===== src/sv/fsc_pkg.sv =====
`timescale 1ns / 1ps
// Shared types, constants and small helpers of the four-sphere chain force block.
// No dependencies; every other file uses it by scoped names.
package fsc_pkg;

    localparam int FRAC_BITS   = 16;
    localparam int NUM_COORDS  = 12;
    localparam int NUM_SLOTS   = 10;
    localparam int CFG_W       = 31;

    // configuration register indexes
    localparam logic [2:0] CFG_IDX_SPACING01 = 3'd0;
    localparam logic [2:0] CFG_IDX_SPACING12 = 3'd1;
    localparam logic [2:0] CFG_IDX_SPACING23 = 3'd2;
    localparam logic [2:0] CFG_IDX_GAIN      = 3'd3;
    localparam logic [2:0] CFG_IDX_CALM      = 3'd4;

    localparam logic [CFG_W-1:0] RST_SPACING = 31'd65536;
    localparam logic [CFG_W-1:0] RST_GAIN    = 31'd65536;
    localparam logic [CFG_W-1:0] RST_CALM    = 31'd655;

    // kinds of result in the emission order
    localparam logic [1:0] KIND_FULL = 2'd0;  // the force itself
    localparam logic [1:0] KIND_NEG  = 2'd1;  // full opposite reaction
    localparam logic [1:0] KIND_HALF = 2'd2;  // halved opposite reaction

    localparam logic [31:0] SMAX = 32'h7fff_ffff;
    localparam logic [31:0] SMIN = 32'h8000_0000;

    typedef struct packed {
        logic [CFG_W-1:0] d0;
        logic [CFG_W-1:0] d1;
        logic [CFG_W-1:0] d2;
        logic [CFG_W-1:0] gain;
        logic [CFG_W-1:0] calm;
    } cfg_t;

    // one finished request: active spheres, saturated forces, centres
    typedef struct packed {
        logic [3:0]                   active;
        logic [NUM_COORDS-1:0][31:0]  frc;
        logic [NUM_COORDS-1:0][31:0]  anc;
    } item_t;

    typedef struct packed {
        logic valid;
        logic full;
    } q_status_t;

    function automatic logic [1:0] slot_src(input logic [3:0] s);
        logic [1:0] r;
        case (s)
            4'd0, 4'd1:       r = 2'd0;
            4'd2, 4'd3, 4'd4: r = 2'd1;
            4'd5, 4'd6, 4'd7: r = 2'd2;
            default:          r = 2'd3;
        endcase
        return r;
    endfunction

    function automatic logic [1:0] slot_dst(input logic [3:0] s);
        logic [1:0] r;
        case (s)
            4'd0, 4'd3: r = 2'd0;
            4'd1, 4'd2, 4'd6: r = 2'd1;
            4'd4, 4'd5, 4'd9: r = 2'd2;
            default:    r = 2'd3;
        endcase
        return r;
    endfunction

    function automatic logic [1:0] slot_kind(input logic [3:0] s);
        logic [1:0] r;
        case (s)
            4'd0, 4'd2, 4'd5, 4'd8: r = KIND_FULL;
            4'd1, 4'd9:             r = KIND_NEG;
            default:                r = KIND_HALF;
        endcase
        return r;
    endfunction

    function automatic logic [31:0] neg_sat(input logic [31:0] f);
        return (f == SMIN) ? SMAX : 32'(-f);
    endfunction

    // -(f/2) with the division truncated toward zero
    function automatic logic [31:0] half_neg(input logic [31:0] f);
        logic [31:0] h;
        h = {f[31], f[31:1]} + {31'd0, f[31] & f[0]};
        return 32'(-h);
    endfunction

endpackage


===== src/sv/fsc_queue.sv =====
`timescale 1ns / 1ps
// Short queue of finished requests between front and back.
// Uses fsc_pkg::item_t and fsc_pkg::q_status_t.
module fsc_queue #(
    parameter int DEPTH = 2
) (
    input  logic                 aclk,
    input  logic                 aresetn,
    input  logic                 push,
    input  fsc_pkg::item_t       push_item,
    input  logic                 pop,
    output fsc_pkg::q_status_t   status,
    output fsc_pkg::item_t       head
);

    localparam int PW = (DEPTH > 1) ? $clog2(DEPTH) : 1;
    localparam int CW = $clog2(DEPTH + 1);

    fsc_pkg::item_t        mem_reg [DEPTH];
    logic [PW-1:0]         wr_ptr_reg, wr_ptr_next;
    logic [PW-1:0]         rd_ptr_reg, rd_ptr_next;
    logic [CW-1:0]         count_reg, count_next;

    assign status.valid = (count_reg != '0);
    assign status.full  = (count_reg == CW'(DEPTH));
    assign head         = mem_reg[rd_ptr_reg];

    always_comb begin
        wr_ptr_next = wr_ptr_reg;
        rd_ptr_next = rd_ptr_reg;
        count_next  = count_reg;
        if (push) wr_ptr_next = (wr_ptr_reg == PW'(DEPTH - 1)) ? '0 : wr_ptr_reg + PW'(1);
        if (pop)  rd_ptr_next = (rd_ptr_reg == PW'(DEPTH - 1)) ? '0 : rd_ptr_reg + PW'(1);
        if (push && !pop)      count_next = count_reg + CW'(1);
        else if (pop && !push) count_next = count_reg - CW'(1);
    end

    always_ff @(posedge aclk) begin
        if (!aresetn) begin
            wr_ptr_reg <= '0;
            rd_ptr_reg <= '0;
            count_reg  <= '0;
        end else begin
            wr_ptr_reg <= wr_ptr_next;
            rd_ptr_reg <= rd_ptr_next;
            count_reg  <= count_next;
        end
    end

    always_ff @(posedge aclk) begin
        if (push) mem_reg[wr_ptr_reg] <= push_item;
    end

`ifndef NO_ASSERTIONS
    a_no_overflow: assert property (@(posedge aclk) disable iff (!aresetn)
        push |-> (!status.full || pop))
        else $error("queue written while full");
    a_no_underflow: assert property (@(posedge aclk) disable iff (!aresetn)
        pop |-> status.valid)
        else $error("queue read while empty");
`endif

endmodule


===== config.mk =====
export PLATFORM = sky130hd
export DESIGN_NAME = fsc_queue
export DESIGN_NICKNAME = d
export VERILOG_FILES = /design/src/sv/fsc_pkg.sv /design/src/sv/fsc_queue.sv
export SDC_FILE = /design/constraint.sdc
export NUM_CORES = 1
export LEC_CHECK = 0
export BUFFER_PORTS_ARGS = -buffer_cell sky130_fd_sc_hd__buf_2
export CORE_AREA = 4 4 605 607
export DETAILED_ROUTE_END_ITERATION = 8
export DIE_AREA = 0 0 609 611
export PLACE_DENSITY = 0.41
export REMOVE_ABC_BUFFERS = 1
export SYNTH_ARGS = -nofsm -noshare
export SYNTH_HDL_FRONTEND = slang
export SYNTH_SLANG_ARGS = --single-unit

===== constraint.sdc =====
create_clock -name aclk -period 118.1 [get_ports aclk]
set_input_delay 23.62 -clock aclk [delete_from_list [all_inputs] [get_ports aclk]]
set_output_delay 23.62 -clock aclk [all_outputs]
set_load 0.005 [all_outputs]

==> out/metrics.csv, run 1 <==
metric,value,unit
outcome,"finished, final reports clean",
avgRoutedWirePerCell,27.6,µm
slew_headroom,23.4,%
dpl.hpwl,199,mm
worst_hold_slack,501,ps
fin_crit_sh,24.0,%
hold_viol,0,
synth_seq_cells,1549,
cts_tree,yes,
power_leakage,27.0,nW
final_cell_mix,"buf_2, edfxtp_1, mux2_2",
grt_overflow,0,
fmax,35.3,MHz
cts_setup_buffers,0,
place.port_buffers,1549,
cp-end-kind,primary output,
grt_first_pass_wirelength,319,mm
largest_reg_flops,1544,
antenna_left,0,
clkTransAtPathRegs,60,ps
syn_area,56200,µm²
rsz0062_at_grt,no,
route.vias.total,31629,
clk_latency,880,ps
hold_class,flip-flop to flip-flop,
start_util,15.6,%
yosys.cell_types.count,18,
firstDrtPassIters,6,
skew,56.4,ps
ys_seq_area_share,82.6,%
startpoint_type,flip-flop,
worstPathArrival,4720,ps
cts_made_buffers,189,
report.power.total,1.35,mW
synthCells,2424,
grt_pass1_vias,31771,
postCtsResizedCells,0,
period_minus_slack,28340,ps
drive_gt1_share,61.4,%
cts_sinks,1549,
ios,1550,
drt_wl_total,251,mm
grt_max_degree,138,
clockBufferDepth,4,
cts_hold_buf,0,
fin_nets,4891,
postSynthAreaPerCell,23.2,µm²
htreeDepth,4,
power_density,17.8,nW/µm²
placementRows,221,
cap_violations,0,
maxSlewViolCount,0,
cp.required,94480,ps
ir_drop,0.0118,mV
dieArea,372000,µm²
root_buffer,clkbuf_16,
place_congestion,0.840,
yosys_warnings,0,
reg2reg_slack,113730,ps
drtIter0Drc,2179,
finalSetupViolCount,0,
route.detailed.drc,0,
final_common_cell,buf_2,
path_class,flip-flop to primary output,
tns,0,ps
grt_usage,12.8,%
die_w,609,µm
antenna_found_initial,268,
coreArea,361000,µm²
fp.dieH,611,µm
worstMarginPinSlew,1150,ps
cp_max_fo,122,
syn2layout_area_growth,34.8,%
via_per_inst,3.48,
critical path, cell delays in order (launching register included):
cell	delay, ps
dfxtp_4	880
buf_4	570
buf_12	490
buf_4	890
mux2_2	440
buf_2	160
layer usage:
layer,track usage [%],vias to the layer above,routed length (µm)
li1,-,13201,-
met1,13.9,16029,90700
met2,21.6,1570,121000
met3,6.94,663,30600
met4,3.64,166,8270
met5,0,-,1070
cells in the mapped netlist:
cell type / count / area [µm²]
and2_1: 4 / 25.0
a21boi_0: 1 / 7.51
xnor2_1: 1 / 8.76
mux2_2: 692 / 7790
edfxtp_1: 1544 / 46400
nor2b_1: 3 / 18.8
ha_1: 1 / 12.5
o21a_1: 1 / 7.51
mux2_4: 80 / 1200
buf_4: 60 / 450
xor2_1: 2 / 17.5
or2_2: 1 / 6.26
buf_2: 16 / 80.1
inv_1: 1 / 3.75
o21ai_0: 1 / 5.00
dfxtp_1: 5 / 100
or3_1: 1 / 6.26
buf_6: 10 / 113
power by group:
part	total (mW)	leakage, nW	switching, mW	internal (mW)
sequential	0.643	14.5	0.00620	0.637
clock	0.573	2.91	0.237	0.336
combinational	0.135	9.54	0.0778	0.0574
kinds of logic after synthesis:
family | synth area share (%)
mux | 16.0
compound gates | 0.0356
simple gates | 0.100
fa+ha+maj | 0.0223
buf+inv | 1.15
flops | 82.6
xor+xnor | 0.0467
stage by stage:
| stage | cell area (µm²) | setup slack [ps] | util [%] | instances |
|---|---|---|---|---|
| 3_3_place_gp | 69700 | 90250 | 19.3 | 8717 |
| 2_1_floorplan | 55600 | 59020 | - | 2338 |
| 6_report | 75800 | 89760 | 21.0 | 9095 |
| 3_5_place_dp | 69700 | 90140 | 19.3 | 8717 |
| 5_1_grt | 75700 | 89380 | 21.0 | 9061 |
| 4_1_cts | 75700 | 89430 | 21.0 | 9055 |
path summary, 6_finish.rpt:
kind / startpoint / to / cells past startpoint
max: flip-flop / head[631] / 5
min: count_reg[1] / count_reg[1] / 2
max reg2reg: wr_ptr_reg / mem_reg[1][274] / 5
min reg2reg: count_reg[1] / count_reg[1] / 2
final cells by class:
type / instances / area (µm²)
Antenna cell: 40 / 100
Clock buffer: 235 / 4920
Clock inverter: 103 / 1110
Fill cell: 38367 / 285000
Inverter: 1 / 3.75
Multi-Input combinational cell: 788 / 9120
Sequential cell: 1549 / 46500
Tap cell: 4794 / 6000
Timing Repair Buffer: 1585 / 8090
Power figures use the tool's default switching activity.
==> run 2: changes to the inputs <==
Settings changed: CORE_AREA 4 4 605 607 to 4 4 594 596, DIE_AREA 0 0 609 611 to 0 0 598 600, PLACE_DENSITY 0.41 to 0.43.
Clock period 118.1 ns to 25.7 ns, I/O delays scaled along.
==> run 2 against run 1 <==
- hold slack better by 66 ps
- core utilization is 0.70 points higher
- total power grew to 4.6 times the previous value
==> out/metrics.csv, run 2 (synthesized netlist as in run 1, its figures left out) <==
metric,value,unit,change
outcome,"finished, final reports clean",,unchanged
hold_viol,0,,unchanged
power_density,81.8,nW/µm²,was 17.8 nW/µm²
worstPathArrival,5460,ps,was 4720 ps
rsz0062_at_grt,no,,unchanged
tns,0,ps,unchanged
route.detailed.drc,0,,unchanged
cap_violations,0,,unchanged
cts_sinks,1549,,unchanged
report.power.total,6.17,mW,was 1.35 mW
place_congestion,0.852,,was 0.840
syn2layout_area_growth,34.3,%,was 34.8%
htreeDepth,4,,unchanged
drtIter0Drc,2328,,was 2179
postCtsResizedCells,0,,unchanged
dieArea,359000,µm²,was 372000 µm²
coreArea,348000,µm²,was 361000 µm²
cts_hold_buf,0,,unchanged
fmax,94.3,MHz,
grt_usage,13.1,%,was 12.8%
drive_gt1_share,61.4,%,about the same
grt_first_pass_wirelength,314,mm,was 319 mm
fin_crit_sh,41.2,%,
cts_made_buffers,189,,unchanged
path_class,flip-flop to primary output,,unchanged
startpoint_type,flip-flop,,unchanged
start_util,16.2,%,was 15.6%
hold_class,flip-flop to flip-flop,,unchanged
fp.dieH,600,µm,was 611 µm
placementRows,217,,was 221
cp-end-kind,primary output,,unchanged
clkTransAtPathRegs,60,ps,about the same
avgRoutedWirePerCell,27.8,µm,was 27.6 µm
drt_wl_total,248,mm,was 251 mm
via_per_inst,3.55,,was 3.48
worstMarginPinSlew,1030,ps,was 1150 ps
clockBufferDepth,4,,unchanged
finalSetupViolCount,0,,unchanged
final_cell_mix,"buf_2, edfxtp_1, mux2_2",,unchanged
antenna_left,0,,unchanged
cp_max_fo,81,,was 122
grt_pass1_vias,32020,,was 31.8k
cp.required,20560,ps,was 94480 ps
dpl.hpwl,198,mm,was 199 mm
cts_setup_buffers,0,,unchanged
place.port_buffers,1549,,unchanged
die_w,598,µm,was 609 µm
period_minus_slack,10600,ps,
final_common_cell,buf_2,,unchanged
ios,1550,,unchanged
skew,38.4,ps,was 56.4 ps
power_leakage,27.0,nW,about the same
firstDrtPassIters,5,,was 6
largest_reg_flops,1544,,unchanged
grt_overflow,0,,unchanged
fin_nets,4890,,was 4891
root_buffer,clkbuf_16,,unchanged
maxSlewViolCount,0,,unchanged
slew_headroom,31.4,%,was 23.4%
clk_latency,830,ps,was 880 ps
route.vias.total,31595,,about the same
cts_tree,yes,,unchanged
ir_drop,0.0529,mV,was 0.0118 mV
antenna_found_initial,280,,was 268
grt_max_degree,151,,was 138
[run 2: report_power, final]
part	internal [mW]	switching (mW)
Combinational	0.265	0.367
Clock	1.51	1.07
Sequential	2.93	0.0273
[run 2: routing by layer]
layer	track usage (%)	vias up	share of wire (%)	wire length (µm)
met5	0	-	0.42	1040
met1	14.0	15853	35	87300
li1	-	13238	-	-
met4	3.72	158	3.6	8850
met3	7.55	688	13	33400
met2	21.9	1658	47	117000
[run 2: layout make-up]
class | count | area, µm²
Tap cell | 4599 | 5750
Fill cell | 36814 | 273000
Inverter | 1 | 3.75
Clock buffer | 230 | 4930
Timing Repair Buffer | 1584 | 8100
Multi-Input combinational cell | 788 | 9120
Antenna cell | 55 | 138
Sequential cell | 1549 | 46500
Clock inverter | 102 | 1010
[run 2: worst paths after layout]
check / startpoint / to / slack, ps / cells after the start
setup reg to reg: wr_ptr_reg / mem_reg[0][712] / 20510 / 6
hold reg to reg: rd_ptr_reg / flip-flop / 570 / 2
hold / removal: rd_ptr_reg / flip-flop / 570 / 2
setup / recovery: flip-flop / head[416] / 15100 / 6
[run 2: through the flow]
step,area [µm²],utilization [%],instances,hold slack [ps],setup slack [ps]
CTS,75400,21.7,8853,568,14860
floorplan,55600,-,2338,468,-14900
finish,75500,21.7,8908,567,15100
global placement,69400,20.0,8521,555,15550
global route,75400,21.7,8858,588,14760
detailed placement,69400,20.0,8521,566,15480
[run 2: worst max-delay path, stage by stage (launching register included)]
cell and delay [ps]:
dfxtp_4 670, buf_4 840, buf_4 800, buf_12 440
buf_4 810, mux2_2 530, buf_2 170
